[src/rtl/core/mrc_pkg.sv]
// shared types, codes and the byte-wide crc for the modbus rtu response checker
package mrc_pkg;

  // item kinds
  localparam logic [1:0] KIND_START = 2'd0;
  localparam logic [1:0] KIND_BYTE  = 2'd1;
  localparam logic [1:0] KIND_GAP   = 2'd2;

  // function selects
  localparam logic [1:0] FN_READ_HOLDING  = 2'd0;
  localparam logic [1:0] FN_WRITE_SINGLE  = 2'd1;
  localparam logic [1:0] FN_WRITE_MULTI   = 2'd2;
  localparam logic [1:0] FN_RESERVED      = 2'd3;

  // function codes on the wire
  localparam logic [7:0] CODE_READ_HOLDING = 8'h03;
  localparam logic [7:0] CODE_WRITE_SINGLE = 8'h06;
  localparam logic [7:0] CODE_WRITE_MULTI  = 8'h10;

  // status codes
  localparam logic [2:0] ST_OK        = 3'd0;
  localparam logic [2:0] ST_TIMEOUT   = 3'd1;
  localparam logic [2:0] ST_CRC       = 3'd2;
  localparam logic [2:0] ST_MISMATCH  = 3'd3;
  localparam logic [2:0] ST_BYTECOUNT = 3'd4;
  localparam logic [2:0] ST_LENGTH    = 3'd5;
  localparam logic [2:0] ST_BADCOUNT  = 3'd6;

  // crc-16/modbus
  localparam logic [15:0] CRC_INIT = 16'hFFFF;
  localparam logic [15:0] CRC_POLY = 16'hA001;

  // frame lengths and thresholds
  localparam logic [7:0] READ_OVERHEAD = 8'd5;
  localparam logic [7:0] WRITE_LENGTH  = 8'd8;
  localparam logic [7:0] GAP_MIN_BYTES = 8'd4;
  localparam logic [7:0] DATA_START    = 8'd3;

  // request item
  typedef struct packed {
    logic [1:0] kind;
    logic [7:0] rx_byte;
    logic [7:0] unit_address;
    logic [1:0] function_select;
    logic [6:0] register_count;
  } req_t;

  // result item
  typedef struct packed {
    logic        is_status;
    logic [6:0]  register_index;
    logic [15:0] register_value;
    logic [2:0]  status;
    logic        last;
  } rsp_t;

  // one request slot between stages
  typedef struct packed {
    logic valid;
    req_t req;
  } req_slot_t;

  // one result slot between stages
  typedef struct packed {
    logic valid;
    rsp_t rsp;
  } rsp_slot_t;

  // one byte through the reflected crc, bit by bit
  function automatic logic [15:0] crc_byte(input logic [15:0] crc_in, input logic [7:0] b);
    logic [15:0] c;
    c = crc_in ^ {8'h00, b};
    for (int k = 0; k < 8; k++) begin
      if (c[0]) begin
        c = (c >> 1) ^ CRC_POLY;
      end else begin
        c = c >> 1;
      end
    end
    return c;
  endfunction

  // wire code for a function select
  function automatic logic [7:0] fn_code(input logic [1:0] fn);
    logic [7:0] code;
    unique case (fn)
      FN_READ_HOLDING: code = CODE_READ_HOLDING;
      FN_WRITE_SINGLE: code = CODE_WRITE_SINGLE;
      FN_WRITE_MULTI:  code = CODE_WRITE_MULTI;
      default:         code = CODE_READ_HOLDING;
    endcase
    return code;
  endfunction

endpackage

[src/rtl/core/mrc_engine.sv]
// transaction state, crc update, header and count checks, result forming
module mrc_engine #(
  parameter int MAX_REGISTERS = 125
) (
  input  logic               clk,
  input  logic               rst,
  input  mrc_pkg::req_slot_t slot,
  input  logic               advance,
  output mrc_pkg::rsp_slot_t result
);

  localparam logic [6:0] MaxRegs = 7'(MAX_REGISTERS);

  // transaction state
  logic        busy, busy_next;
  logic [7:0]  exp_addr, exp_addr_next;
  logic [1:0]  exp_fn, exp_fn_next;
  logic [6:0]  exp_count, exp_count_next;
  logic [7:0]  byte_pos, byte_pos_next;
  logic [15:0] crc, crc_next;
  logic [7:0]  high_hold, high_hold_next;
  logic        header_ok, header_ok_next;
  logic        count_ok, count_ok_next;

  logic        proc;
  logic [7:0]  total_len;
  logic [7:0]  count_bytes;
  logic [15:0] crc_upd;
  logic [8:0]  pos_inc;
  logic [8:0]  data_end;
  logic        hdr_upd, cnt_upd;
  logic        in_data;
  logic [7:0]  data_off;
  logic        bad_start;
  mrc_pkg::req_t r;

  // end-of-frame status, checks in priority order
  function automatic logic [2:0] final_status(input logic [7:0] n, input logic [15:0] c,
                                              input logic [1:0] fn, input logic hdr,
                                              input logic cnt, input logic [7:0] tot);
    logic [2:0] st;
    if (c != 16'h0000) begin
      st = mrc_pkg::ST_CRC;
    end else if (fn == mrc_pkg::FN_READ_HOLDING) begin
      if (n < mrc_pkg::READ_OVERHEAD) begin
        st = mrc_pkg::ST_LENGTH;
      end else if (!hdr) begin
        st = mrc_pkg::ST_MISMATCH;
      end else if (!cnt) begin
        st = mrc_pkg::ST_BYTECOUNT;
      end else if (n != tot) begin
        st = mrc_pkg::ST_LENGTH;
      end else begin
        st = mrc_pkg::ST_OK;
      end
    end else if (n < mrc_pkg::WRITE_LENGTH) begin
      st = mrc_pkg::ST_LENGTH;
    end else if (!hdr) begin
      st = mrc_pkg::ST_MISMATCH;
    end else begin
      st = mrc_pkg::ST_OK;
    end
    return st;
  endfunction

  assign r    = slot.req;
  assign proc = slot.valid && advance;

  // expected frame length and data window
  assign count_bytes = {exp_count, 1'b0};
  assign total_len   = (exp_fn == mrc_pkg::FN_READ_HOLDING) ?
                       mrc_pkg::READ_OVERHEAD + count_bytes : mrc_pkg::WRITE_LENGTH;
  assign data_end    = {1'b0, mrc_pkg::DATA_START} + {1'b0, count_bytes};
  assign data_off    = byte_pos - mrc_pkg::DATA_START;
  assign in_data     = (byte_pos >= mrc_pkg::DATA_START) && ({1'b0, byte_pos} < data_end);
  assign pos_inc     = {1'b0, byte_pos} + 9'd1;
  assign crc_upd     = mrc_pkg::crc_byte(crc, r.rx_byte);

  // header and byte count checks for the incoming byte
  always_comb begin
    hdr_upd = header_ok;
    cnt_upd = count_ok;
    if (byte_pos == 8'd0 && r.rx_byte != exp_addr) begin
      hdr_upd = 1'b0;
    end
    if (byte_pos == 8'd1 && r.rx_byte != mrc_pkg::fn_code(exp_fn)) begin
      hdr_upd = 1'b0;
    end
    if (exp_fn == mrc_pkg::FN_READ_HOLDING && byte_pos == 8'd2 && r.rx_byte != count_bytes) begin
      cnt_upd = 1'b0;
    end
  end

  assign bad_start = (r.function_select == mrc_pkg::FN_RESERVED) ||
                     (r.function_select == mrc_pkg::FN_READ_HOLDING &&
                      (r.register_count == 7'd0 || r.register_count > MaxRegs));

  // next state and result
  always_comb begin
    busy_next      = busy;
    exp_addr_next  = exp_addr;
    exp_fn_next    = exp_fn;
    exp_count_next = exp_count;
    byte_pos_next  = byte_pos;
    crc_next       = crc;
    high_hold_next = high_hold;
    header_ok_next = header_ok;
    count_ok_next  = count_ok;
    result         = '0;

    if (proc) begin
      unique case (r.kind)
        mrc_pkg::KIND_START: begin
          exp_addr_next  = bad_start ? 8'd0 : r.unit_address;
          exp_fn_next    = bad_start ? mrc_pkg::FN_READ_HOLDING : r.function_select;
          exp_count_next = (bad_start || r.function_select != mrc_pkg::FN_READ_HOLDING) ?
                           7'd0 : r.register_count;
          busy_next      = !bad_start;
          byte_pos_next  = 8'd0;
          crc_next       = mrc_pkg::CRC_INIT;
          high_hold_next = 8'd0;
          header_ok_next = 1'b1;
          count_ok_next  = 1'b1;
          if (bad_start) begin
            result.valid         = 1'b1;
            result.rsp.is_status = 1'b1;
            result.rsp.status    = mrc_pkg::ST_BADCOUNT;
            result.rsp.last      = 1'b1;
          end
        end
        mrc_pkg::KIND_GAP: begin
          if (busy) begin
            busy_next            = 1'b0;
            result.valid         = 1'b1;
            result.rsp.is_status = 1'b1;
            result.rsp.last      = 1'b1;
            result.rsp.status    = (byte_pos < mrc_pkg::GAP_MIN_BYTES) ? mrc_pkg::ST_TIMEOUT :
                                   final_status(byte_pos, crc, exp_fn, header_ok, count_ok,
                                                total_len);
          end
        end
        mrc_pkg::KIND_BYTE: begin
          if (busy) begin
            crc_next       = crc_upd;
            header_ok_next = hdr_upd;
            count_ok_next  = cnt_upd;
            byte_pos_next  = pos_inc[7:0];
            // register data: even offset holds the high byte, odd offset completes it
            if (exp_fn == mrc_pkg::FN_READ_HOLDING && in_data) begin
              if (!data_off[0]) begin
                high_hold_next = r.rx_byte;
              end else if (hdr_upd && cnt_upd) begin
                result.valid              = 1'b1;
                result.rsp.register_index = data_off[7:1];
                result.rsp.register_value = {high_hold, r.rx_byte};
              end
            end
            // frame complete
            if (pos_inc >= {1'b0, total_len}) begin
              busy_next                 = 1'b0;
              result.valid              = 1'b1;
              result.rsp                = '0;
              result.rsp.is_status      = 1'b1;
              result.rsp.last           = 1'b1;
              result.rsp.status         = final_status(pos_inc[7:0], crc_upd, exp_fn, hdr_upd,
                                                       cnt_upd, total_len);
            end
          end
        end
        default: begin
        end
      endcase
    end
  end

  // state registers
  always_ff @(posedge clk) begin
    if (rst) begin
      busy      <= 1'b0;
      exp_addr  <= 8'd0;
      exp_fn    <= mrc_pkg::FN_READ_HOLDING;
      exp_count <= 7'd0;
      byte_pos  <= 8'd0;
      crc       <= mrc_pkg::CRC_INIT;
      high_hold <= 8'd0;
      header_ok <= 1'b1;
      count_ok  <= 1'b1;
    end else begin
      busy      <= busy_next;
      exp_addr  <= exp_addr_next;
      exp_fn    <= exp_fn_next;
      exp_count <= exp_count_next;
      byte_pos  <= byte_pos_next;
      crc       <= crc_next;
      high_hold <= high_hold_next;
      header_ok <= header_ok_next;
      count_ok  <= count_ok_next;
    end
  end

`ifndef NO_ASSERTIONS
  // a register value only comes out of a running read
  a_reg_needs_busy: assert property (@(posedge clk) disable iff (rst)
    result.valid && !result.rsp.is_status |-> busy && exp_fn == mrc_pkg::FN_READ_HOLDING)
    else $error("register result outside a running read");

  // a status always closes the transaction
  a_status_idles: assert property (@(posedge clk) disable iff (rst)
    result.valid && result.rsp.is_status |=> !busy)
    else $error("checker still busy after status");

  // a running frame never reaches its full length without ending
  a_pos_in_frame: assert property (@(posedge clk) disable iff (rst)
    busy |-> byte_pos < total_len)
    else $error("byte position past frame length");
`endif

endmodule

[config.mk]
export PLATFORM = sky130hd
export DESIGN_NAME = mrc_engine
export DESIGN_NICKNAME = d
export VERILOG_FILES = /design/src/rtl/core/mrc_pkg.sv /design/src/rtl/core/mrc_engine.sv
export SDC_FILE = /design/constraint.sdc
export NUM_CORES = 1
export LEC_CHECK = 0
export BUFFER_PORTS_ARGS = -buffer_cell sky130_fd_sc_hd__buf_4
export CAP_MARGIN = 20
export CORE_ASPECT_RATIO = 1.2
export CORE_MARGIN = 2
export CORE_UTILIZATION = 55
export DETAILED_ROUTE_END_ITERATION = 8
export GPL_TIMING_DRIVEN = 1
export PLACE_DENSITY = 0.77
export SKIP_CTS_REPAIR_TIMING = 1
export SYNTH_ARGS = -nofsm -noshare
export SYNTH_HDL_FRONTEND = slang
export SYNTH_SLANG_ARGS = --single-unit
[constraint.sdc]
create_clock -name clk -period 7.7 [get_ports clk]
set_input_delay 1.155 -clock clk [delete_from_list [all_inputs] [get_ports clk]]
set_output_delay 1.155 -clock clk [all_outputs]
set_load 0.01 [all_outputs]
Yosys cells after proc, flatten, opt, wreduce, memory -nomap -nowiden:

Index checks and enable logic that the tools add are counted.

* $add $sub $neg: 4
* magnitude comparators: 9
* reductions and logical operators: 27
* div/mod/pow operators: 0
* equal/unequal tests: 15
* mux-type cells: 64
* bitwise gates (word level): 9
* shift operators: 0
* multiply operators: 0

Operators by type and width (count)
* 2-to-1 mux 16 bit: 9
* 2-to-1 mux 23 bit: 4
* 2-to-1 mux 29 bit: 3
* 2-to-1 mux 8 bit: 6
* 2-to-1 mux 3 bit: 15
* inequality test 8 bit: 4
* case mux 16 bit (2 select lines): 1
* case mux 8 bit (2 select lines): 2
* nonzero test 16 bit: 2
* less-than comparator 8 x 3 -> 1 bit (second input constant): 3
* NOT 2 -> 3 bit: 8
* less-than comparator 8 x 4 -> 1 bit (second input constant): 2
* bitwise XOR 16 x 8 -> 16 bit: 1
* case mux 4 bit (3 select lines): 1
* 2-to-1 mux 1 bit: 10
* 2-to-1 mux 2 bit: 5
* case mux 5 bit (2 select lines): 1
* adder 2 x 8 -> 9 bit (first input constant): 1
* adder 8 x 1 -> 9 bit (second input constant): 1
* greater-or-equal comparator 9 x 8 -> 1 bit: 1
* logical AND 1 bit: 9
* less-than comparator 8 x 9 -> 1 bit: 1
* adder 3 x 8 -> 8 bit (first input constant): 1
* equality test 8 x 1 -> 1 bit (second input constant): 1
* 23 further kinds: 36

* bits of input ports: 31
* register bits after elaboration: 52
* bits in latches: 0
* memories kept: 0
* memory bits (read-only): 0
* word-level logic and storage cells: 137
* output and inout bits: 29
* bits in writable memories: 0

Depth between registers and ports, before layout:

Gate-level depths: netlist of run 1.

* depth in word-level cells: 23
* mapped depth: 13

Worst setup path before layout of run 1:

Ideal clock, no wire load.

* path type: input -> output
* from: input slot[20] in the netlist's numbering
* to: output result[1] in the netlist's numbering
* stages: 11
* data required time: 6.545 ns
* setup slack: 2.983 ns
* arrival: 3.562 ns
* cells stage by stage: buf_2 xnor2_1 xnor2_1 xor3_1 xnor2_1 ha_1 xnor2_1 nand4_1 nor3_2 o311ai_1 a21oi_1

RTL lines
* start, declared: RTL line mrc_engine.sv:7 `input mrc_pkg::req_slot_t slot,`
* end, declared: RTL line mrc_engine.sv:9 `output mrc_pkg::rsp_slot_t result`

==> impl_metrics.json, run 1 <==
{
  "status": "completed",
  "p_leak_uw": 0.001782,
  "yosysSeqAreaShare": 0.2569,
  "die-area_um2": 8074,
  "cap_violations": 0,
  "worstSetupStartpoint": "slot[19]",
  "drc": 0,
  "nNetsFinal": 612,
  "routedWlPerCell_um": 17.15,
  "max-vdd-ir-drop_mv": 0.08003,
  "grt_usage": 0.2824,
  "ant_nets": 0,
  "crit_fanout": 6,
  "antenna_found_initial": 0,
  "die_w_um": 82.36,
  "synth-edff-count": 0,
  "worstMarginPinSlew_ns": 0.7300,
  "ys_ff_latch": 52,
  "required_ns": 6.55,
  "cts_sinks": 52,
  "drt-initial-drc-count": 277,
  "ys_types": 53,
  "hpwl_um": 8293,
  "synthTopCellsByCount": "dfxtp_1 (52), nand2_1 (45), nor2_1 (41), xnor2_1 (40), ha_1 (29)",
  "h-tree-depth": 2,
  "layout-drive-gt1-share": 0.1392,
  "syn_area_um2": 4053,
  "syn_to_final_growth_pct": 11.58,
  "grt_start_max_net_pins": 53,
  "initial_core_util": 0.5637,
  "finalSetupTns_ns": 0,
  "clkLatencyLatePin_ns": 0.31,
  "grt_first_pass_wirelength_um": 17940,
  "grt_overflow": 0,
  "vias": 3889,
  "critPathLaunchType": "primary input",
  "hold_violations": 0,
  "syn_inst": 523,
  "yosysTopAreaCell": "dfxtp_1",
  "rsz0062_at_grt": "false",
  "fin_skew_ns": 0.009017,
  "post-route-min-period_ns": 5.135,
  "syn_area_per_cell_um2": 7.749,
  "vias_per_cell": 6.048,
  "relSlewSlack": 0.5088,
  "fillers": 629,
  "clock.fmax_ghz": 0.1947,
  "path_class": "in2out",
  "cp-end-kind": "output pin",
  "first_pass_iters": 7,
  "synth_top_area_share": 0.2569,
  "portBuffers": 59,
  "synthFlopType": "dfxtp_1",
  "layout_setup_ws_ns": 2.565,
  "slew_violations": 0,
  "finalCritPeriodShare": 0.6669,
  "yosys_warnings": 0,
  "coreArea_um2": 7189,
  "die_h_um": 98.03,
  "power.density_nw_per_um2": 114.4,
  "timing.rr.start": "exp_count[1]$_SDFFE_PP0P_",
  "cts_tree": "yes",
  "syn-num-nets": 583,
  "crit_arrival_ns": 3.98,
  "netlist_top_cells_area": "dfxtp_1 (26%), ha_1 (9.0%), xnor2_1 (8.6%)",
  "routed_wl_um": 11030,
  "routabilityCongestion": 0.9389,
  "min_from": "exp_addr[7]$_SDFFE_PP0P_",
  "async_reset_ff_frac": 0,
  "cts_root_buf": "clkbuf_8",
  "yosysMostFrequentCell": "dfxtp_1",
  "dpl_worst_slack_ns": 2.653,
  "cts-buffers-inserted": 5,
  "diodes": 0,
  "cts.clk_slew.worst_paths_ns": 0.10,
  "num_rows": 34,
  "setup_viol_count_final": 0,
  "hp-class": "reg2reg",
  "ios": 60,
  "grt_pass1_vias": 3725,
  "max-clock-path-buffers": 2
}
## report_power, final
group | switching (µW) | total, µW | internal, µW
Sequential | 2.65 | 273 | 271
Combinational | 49.1 | 86.0 | 36.9
Clock | 92.8 | 158 | 65.2
## cell usage in the layout (no fill, tap or decap), types with 20 or more instances in the layout
cell type and instances:
buf_4 61, a21oi_1 28, dfxtp_1 52, xnor2_1 40, nand3_1 23, and2_1 23
a22oi_1 20, nand2b_1 26, nand2_1 45, nor2_1 41, ha_1 29
## state kept, by name (all words and copies together), names as in the netlist
signal and cells:
busy 1, exp_addr 8, exp_count 7, high_hold 8, header_ok 1, crc 16, exp_fn 2, count_ok 1
byte_pos 8
## path summary, 6_finish.rpt
check | end | slack (ns) | depth (start not counted)
max | result[1] | 2.57 | 12
min | exp_addr[7]$_SDFFE_PP0P_ | 0.47 | 2
max reg2reg | high_hold[7]$_SDFFE_PP0P_ | 4.40 | 10
min reg2reg | exp_addr[7]$_SDFFE_PP0P_ | 0.47 | 2
## routing by layer
metal	global-route usage	part of all wire	vias to the layer above
met5	0	0	-
met4	0.1474	0.044	0
met3	0.04713	0.045	36
met2	0.4485	0.48	139
met1	0.3596	0.43	1818
li1	-	-	1896
## cell type report
cell class,instances,area (µm²),area share
clock buffer,7,76.32,0.01688
clock inverter,1,8.758,0.001937
inverter,12,45.04,0.009961
multi-input combinational,420,2780,0.6148
sequential,52,1041,0.2302
tap,90,112.6,0.02490
timing repair buffer,61,457.9,0.1013
## stage by stage
stage	hold slack [ns]	util	power, µW	instance area, µm²	instances
2_1_floorplan	0.4444	-	336.6	4053	523
3_3_place_gp	0.4527	0.6171	360.2	4437	635
3_5_place_dp	0.4560	0.6171	363.4	4437	635
4_1_cts	0.4697	0.6290	516.8	4522	643
5_1_grt	0.4823	0.6290	537.5	4522	643
6_report	0.4710	0.6290	517.5	4522	643
## worst max-delay path, stage by stage
cell      delay, ns
buf_4          0.14
xor2_1         0.27
xnor2_1        0.21
xor3_1         0.52
xnor2_1        0.17
ha_1           0.36
xnor2_1        0.23
nand4_1        0.15
nor3_2         0.30
o311ai_1       0.15
a21oi_1        0.18
buf_4          0.14
## cell families after synthesis
family	after synthesis	share of synthesized area
adders and majority gates	29	0.08953
DFF	52	0.2569
muxes	1	0.002778
and+or+nand+nor	218	0.2791
xor gates and xnor gates	60	0.1334
buffers and inverters	51	0.05711
AOI/OAI and AO/OA	112	0.1812
(Power assumes the default switching activity.)
==> run 2: changes to the inputs <==
- CORE_UTILIZATION: 55 -> 53
- PLACE_DENSITY: 0.77 -> 0.78
- clock period: 7.7 -> 4.3 ns (I/O delays scaled with it)
==> run 2 against run 1 <==
First-iteration DRC count shrank 1.8%. Via count grew 2.2%. Critical path type unchanged. Sequential cell count is the same. Die area grew 3.6%. Routed wire length grew 2.6%. Clock power grew 83%. Highest routed layer unchanged. Hold slack lost 0.00084 ns. Final cell count grew 1.4%. Largest cell class unchanged. Critical path depth is the same.
==> impl_metrics.json, run 2 (same netlist as run 1, synthesis figures left out) <==
{
  "max-clock-path-buffers": 2,
  "layout_common_cells": "buf_4 (70), dfxtp_1 (50), nand2_1 (45)",
  "grt_start_max_net_pins": 53,
  "cts.clk_slew.worst_paths_ns": 0.10,
  "min_path_cells": 2,
  "antenna_found_initial": 0,
  "layout_commonest_cell": "buf_4",
  "routed.top_layer": "met4",
  "cp-end-kind": "output pin",
  "relSlewSlack": 0.4515,
  "regMostFlops": "crc",
  "min_from": "exp_addr[4]$_SDFFE_PP0P_",
  "r2r_end": "high_hold[4]$_SDFFE_PP0P_",
  "die-area_um2": 8365,
  "initial_core_util": 0.5539,
  "cap_violations": 0,
  "layout-drive-gt1-share": 0.1655,
  "path_class": "in2out",
  "cts-buffers-inserted": 5,
  "setup_viol_count_final": 0,
  "max-vdd-ir-drop_mv": 0.1531,
  "vias_per_cell": 6.095,
  "diodes": 0,
  "drc": 0,
  "ant_nets": 0,
  "timing.rr.start": "exp_count[1]$_SDFFE_PP0P_",
  "clock.fmax_ghz": 0.2471,
  "fin_skew_ns": 0.009015,
  "worstMarginPinSlew_ns": 0.8153,
  "first_pass_iters": 4,
  "drt-initial-drc-count": 272,
  "hold_end": "exp_addr[4]$_SDFFE_PP0P_",
  "slew_violations": 0,
  "die_h_um": 99.79,
  "finalCritPeriodShare": 0.9412,
  "rrSetupSlack_ns": 1.13,
  "portBuffers": 59,
  "hold_violations": 0,
  "critPathLaunchType": "primary input",
  "coreArea_um2": 7317,
  "worst_r2r_path_depth": 10,
  "grt_overflow": 0,
  "wl_met2_um": 5597,
  "routedWlPerCell_um": 17.36,
  "cts_sinks": 52,
  "die_w_um": 83.83,
  "h-tree-depth": 2,
  "place_area_um2": 4504,
  "grt_pass1_vias": 3866,
  "grt_first_pass_wirelength_um": 18450,
  "routabilityCongestion": 0.9512,
  "p_leak_uw": 0.001830,
  "post-route-min-period_ns": 4.047,
  "cts_root_buf": "clkbuf_8",
  "grt_usage": 0.2710,
  "clkLatencyLatePin_ns": 0.31,
  "nNetsFinal": 621,
  "ios": 60,
  "rsz0062_at_grt": "false",
  "crit_arrival_ns": 3.40,
  "vias": 3974,
  "routed_wl_um": 11320,
  "largest_reg_flops": 16,
  "wirelength_met1_um": 4608,
  "required_ns": 3.65,
  "finalSetupTns_ns": 0,
  "wl_met3_um": 657,
  "fin_area_um2": 4606,
  "num_rows": 34,
  "whs_ns": 0.4702,
  "syn_to_final_growth_pct": 13.65,
  "cts_tree": "yes",
  "hp-class": "reg2reg",
  "hpwl_um": 8661,
  "power.density_nw_per_um2": 202.5,
  "status": "completed",
  "crit_fanout": 6
}
run 2: metal layers:
metal,vias to the layer above,GRT usage
met5,-,0
met4,0,0.1303
met3,36,0.03618
met2,148,0.4622
met1,1881,0.3393
li1,1909,-
run 2: how the worst max path moves through the flow:
stage	from	endpoint	slack, ns	cells past startpoint
finish	slot[20]	result[1]	0.25	12
global route	exp_fn[0]$_SDFFE_PP0P_	result[22]	0.009	13
CTS	exp_fn[0]$_SDFFE_PP0P_	result[22]	0.15	13
detailed placement	slot[20]	result[1]	0.25	12
global placement	slot[20]	result[1]	0.36	12
floorplan	slot[20]	result[1]	0.60	11
run 2: report_power, final:
part | total (µW) | internal, µW | switching [µW]
combinational | 154 | 66.4 | 87.5
clock | 289 | 116 | 173
sequential | 489 | 485 | 4.40
run 2: stage by stage:
stage | total power [µW] | utilization | instances | setup WS, ns
global placement | 645.7 | 0.6156 | 644 | 0.3634
detailed placement | 652.0 | 0.6156 | 644 | 0.2451
global route | 968.3 | 0.6294 | 652 | 0.008639
CTS | 934.1 | 0.6279 | 652 | 0.1491
floorplan | 602.8 | - | 523 | 0.6032
finish | 932.5 | 0.6294 | 652 | 0.2528
run 2: layout make-up:
class / instances / area, µm²
Clock buffer: 5 / 68.82
Clock inverter: 3 / 21.27
Fill cell: 661 / 2711
Inverter: 12 / 45.04
Multi-Input combinational cell: 420 / 2789
Sequential cell: 52 / 1044
Tap cell: 90 / 112.6
Timing Repair Buffer: 70 / 525.5
run 2: worst max-delay path: stages:
cell and delay (ns):
buf_4 0.14, xnor2_1 0.25, xnor2_1 0.21, xor3_1 0.52
xnor2_1 0.17, ha_1 0.36, xnor2_1 0.23, nand4_1 0.15
nor3_2 0.28, o311ai_1 0.15, a21oi_1 0.16, buf_4 0.13
==> run 3: changes to the inputs <==
- CORE_UTILIZATION: 53 -> 55
- CTS_BUF_LIST: default -> sky130_fd_sc_hd__clkbuf_2 sky130_fd_sc_hd__clkbuf_4 sky130_fd_sc_hd__clkbuf_8
- PLACE_DENSITY: 0.78 -> 0.77
- clock period: 4.3 -> 4.5 ns (I/O delays scaled with it)
==> run 3 against run 2 <==
Combinational power shrank 6%. Critical endpoint is now result[22]. Total power is 7.5% higher. Cell area shrank 0.14%. Register-to-register slack worse by 0.07 ns. Hold slack worse by 0.0026 ns. Clock skew decreased by 0.00062 ns. Sequential power is 4.3% lower. Global-route usage increased by 1.5 points. Largest cell class unchanged. Setup slack got worse by 0.00056 ns. Sequential share of layout area about the same. Largest power group unchanged. Clock power rose by 35%.
==> impl_metrics.json, run 3 (same netlist as run 1, synthesis figures left out) <==
{
  "nNetsFinal": 615,
  "vias": 3933,
  "grt_start_max_net_pins": 53,
  "crit_end": "result[22]",
  "regMostFlops": "crc",
  "cts-buffers-inserted": 5,
  "finalSetupTns_ns": 0,
  "coreArea_um2": 7189,
  "portBuffers": 59,
  "vias_per_cell": 6.088,
  "worstMarginPinSlew_ns": 0.8486,
  "first_pass_iters": 5,
  "cp.depth": 11,
  "post-route-min-period_ns": 4.248,
  "layout_common_cells": "buf_4 (64), dfxtp_1 (52), nand2_1 (45)",
  "ant_nets": 0,
  "cts.clk_slew.worst_paths_ns": 0.10,
  "hold_violations": 0,
  "largest_reg_flops": 16,
  "status": "completed",
  "grt_first_pass_wirelength_um": 18210,
  "clkLatencyLatePin_ns": 0.31,
  "crit_arrival_ns": 3.57,
  "r2r_end": "high_hold[0]$_SDFFE_PP0P_",
  "grt_pass1_vias": 3775,
  "hp-class": "reg2reg",
  "rrSetupSlack_ns": 1.06,
  "critPathBufInv": 1,
  "required_ns": 3.83,
  "cts_sinks": 52,
  "routabilityCongestion": 0.9516,
  "die-area_um2": 8074,
  "max_stage_delay_ns": 0.56,
  "hpwl_um": 8328,
  "finalCritPeriodShare": 0.9439,
  "cap_violations": 0,
  "grt_overflow": 0,
  "power.density_nw_per_um2": 217.9,
  "routed_wl_um": 11080,
  "fin_skew_ns": 0.008391,
  "max-clock-path-buffers": 2,
  "path_class": "reg2out",
  "die_h_um": 98.03,
  "h-tree-depth": 2,
  "timing.rr.start": "exp_count[1]$_SDFFE_PP0P_",
  "grt_usage": 0.2856,
  "setup_viol_count_final": 0,
  "drc": 0,
  "layout_commonest_cell": "buf_4",
  "clock.fmax_ghz": 0.2354,
  "cts_tree": "yes",
  "worstSetupStartpoint": "byte_pos[1]$_SDFFE_PP0P_",
  "syn_to_final_growth_pct": 13.49,
  "relSlewSlack": 0.4290,
  "routedWlPerCell_um": 17.15,
  "rsz0062_at_grt": "false",
  "slowest_stage": "dfxtp_1",
  "crit_fanout": 23,
  "initial_core_util": 0.5637,
  "diodes": 0,
  "path_cells": "ha_1 > nand3_1 > xnor2_1 > ha_1 > a21oi_1 > o221ai_1 > a21oi_1 > nor2b_1 > and4_4 > a21boi_0 > buf_4",
  "cts_root_buf": "clkbuf_8",
  "die_w_um": 82.36,
  "ios": 60,
  "final_util": 0.6397,
  "num_rows": 34,
  "p_leak_uw": 0.001825,
  "critPathLaunchType": "flip-flop",
  "max-vdd-ir-drop_mv": 0.2209,
  "slew_violations": 0,
  "antenna_found_initial": 0,
  "crit_family": "compound AO/OA/AOI/OAI gates",
  "drt-initial-drc-count": 238,
  "cp-end-kind": "output pin",
  "worst_r2r_path_depth": 10,
  "layout-drive-gt1-share": 0.1493
}
==> run 3: per-stage QoR <==
step / setup WS [ns] / cell area (µm²) / hold slack [ns] / cells / total power [µW]
floorplan: 0.7432 / 4053 / 0.4444 / 523 / 576.0
finish: 0.2522 / 4599 / 0.4676 / 646 / 1002
global route: 0.002546 / 4599 / 0.5036 / 646 / 1040
global placement: 0.5127 / 4459 / 0.4528 / 638 / 616.5
detailed placement: 0.4036 / 4459 / 0.4569 / 638 / 620.4
CTS: 0.1148 / 4597 / 0.4722 / 646 / 1008
==> run 3: worst min-delay path by stage <==
stage,from,to,slack (ns),depth (start not counted)
finish,exp_addr[7]$_SDFFE_PP0P_,exp_addr[7]$_SDFFE_PP0P_,0.47,2
global route,exp_addr[3]$_SDFFE_PP0P_,exp_addr[3]$_SDFFE_PP0P_,0.50,2
CTS,exp_addr[4]$_SDFFE_PP0P_,exp_addr[4]$_SDFFE_PP0P_,0.47,2
detailed placement,exp_addr[7]$_SDFFE_PP0P_,exp_addr[7]$_SDFFE_PP0P_,0.46,2
global placement,exp_addr[0]$_SDFFE_PP0P_,exp_addr[0]$_SDFFE_PP0P_,0.45,2
floorplan,exp_addr[0]$_SDFFE_PP0P_,exp_addr[0]$_SDFFE_PP0P_,0.44,2
==> run 3: cell type report <==
class / instances / area [µm²]
Timing Repair Buffer: 64 / 480.5
Multi-Input combinational cell: 420 / 2783
Fill cell: 638 / 2590
Clock buffer: 5 / 68.82
Clock inverter: 3 / 68.82
Tap cell: 90 / 112.6
Sequential cell: 52 / 1041
Inverter: 12 / 45.04
==> run 3: power breakdown <==
part | internal, µW | switching [µW]
sequential | 463 | 4.44
clock | 224 | 165
combinational | 62.8 | 82.2
total | 750 | 252
==> run 3: tightest hold or removal path, delay by kind of cell (launching register included) <==
family           cells  cell delay, ns
AO/OA/AOI/OAI        1            0.05
flip-flops           1            0.33
AND/OR/NAND/NOR      1            0.05
==> run 3: per-layer routing <==
metal  GRT usage  vias to the layer above  share of wire
met5           0                        -              0
met4      0.1103                        0          0.032
met3     0.03604                       36          0.049
met2      0.4789                      162           0.50
met1      0.3649                     1843           0.42
li1            -                     1892              -
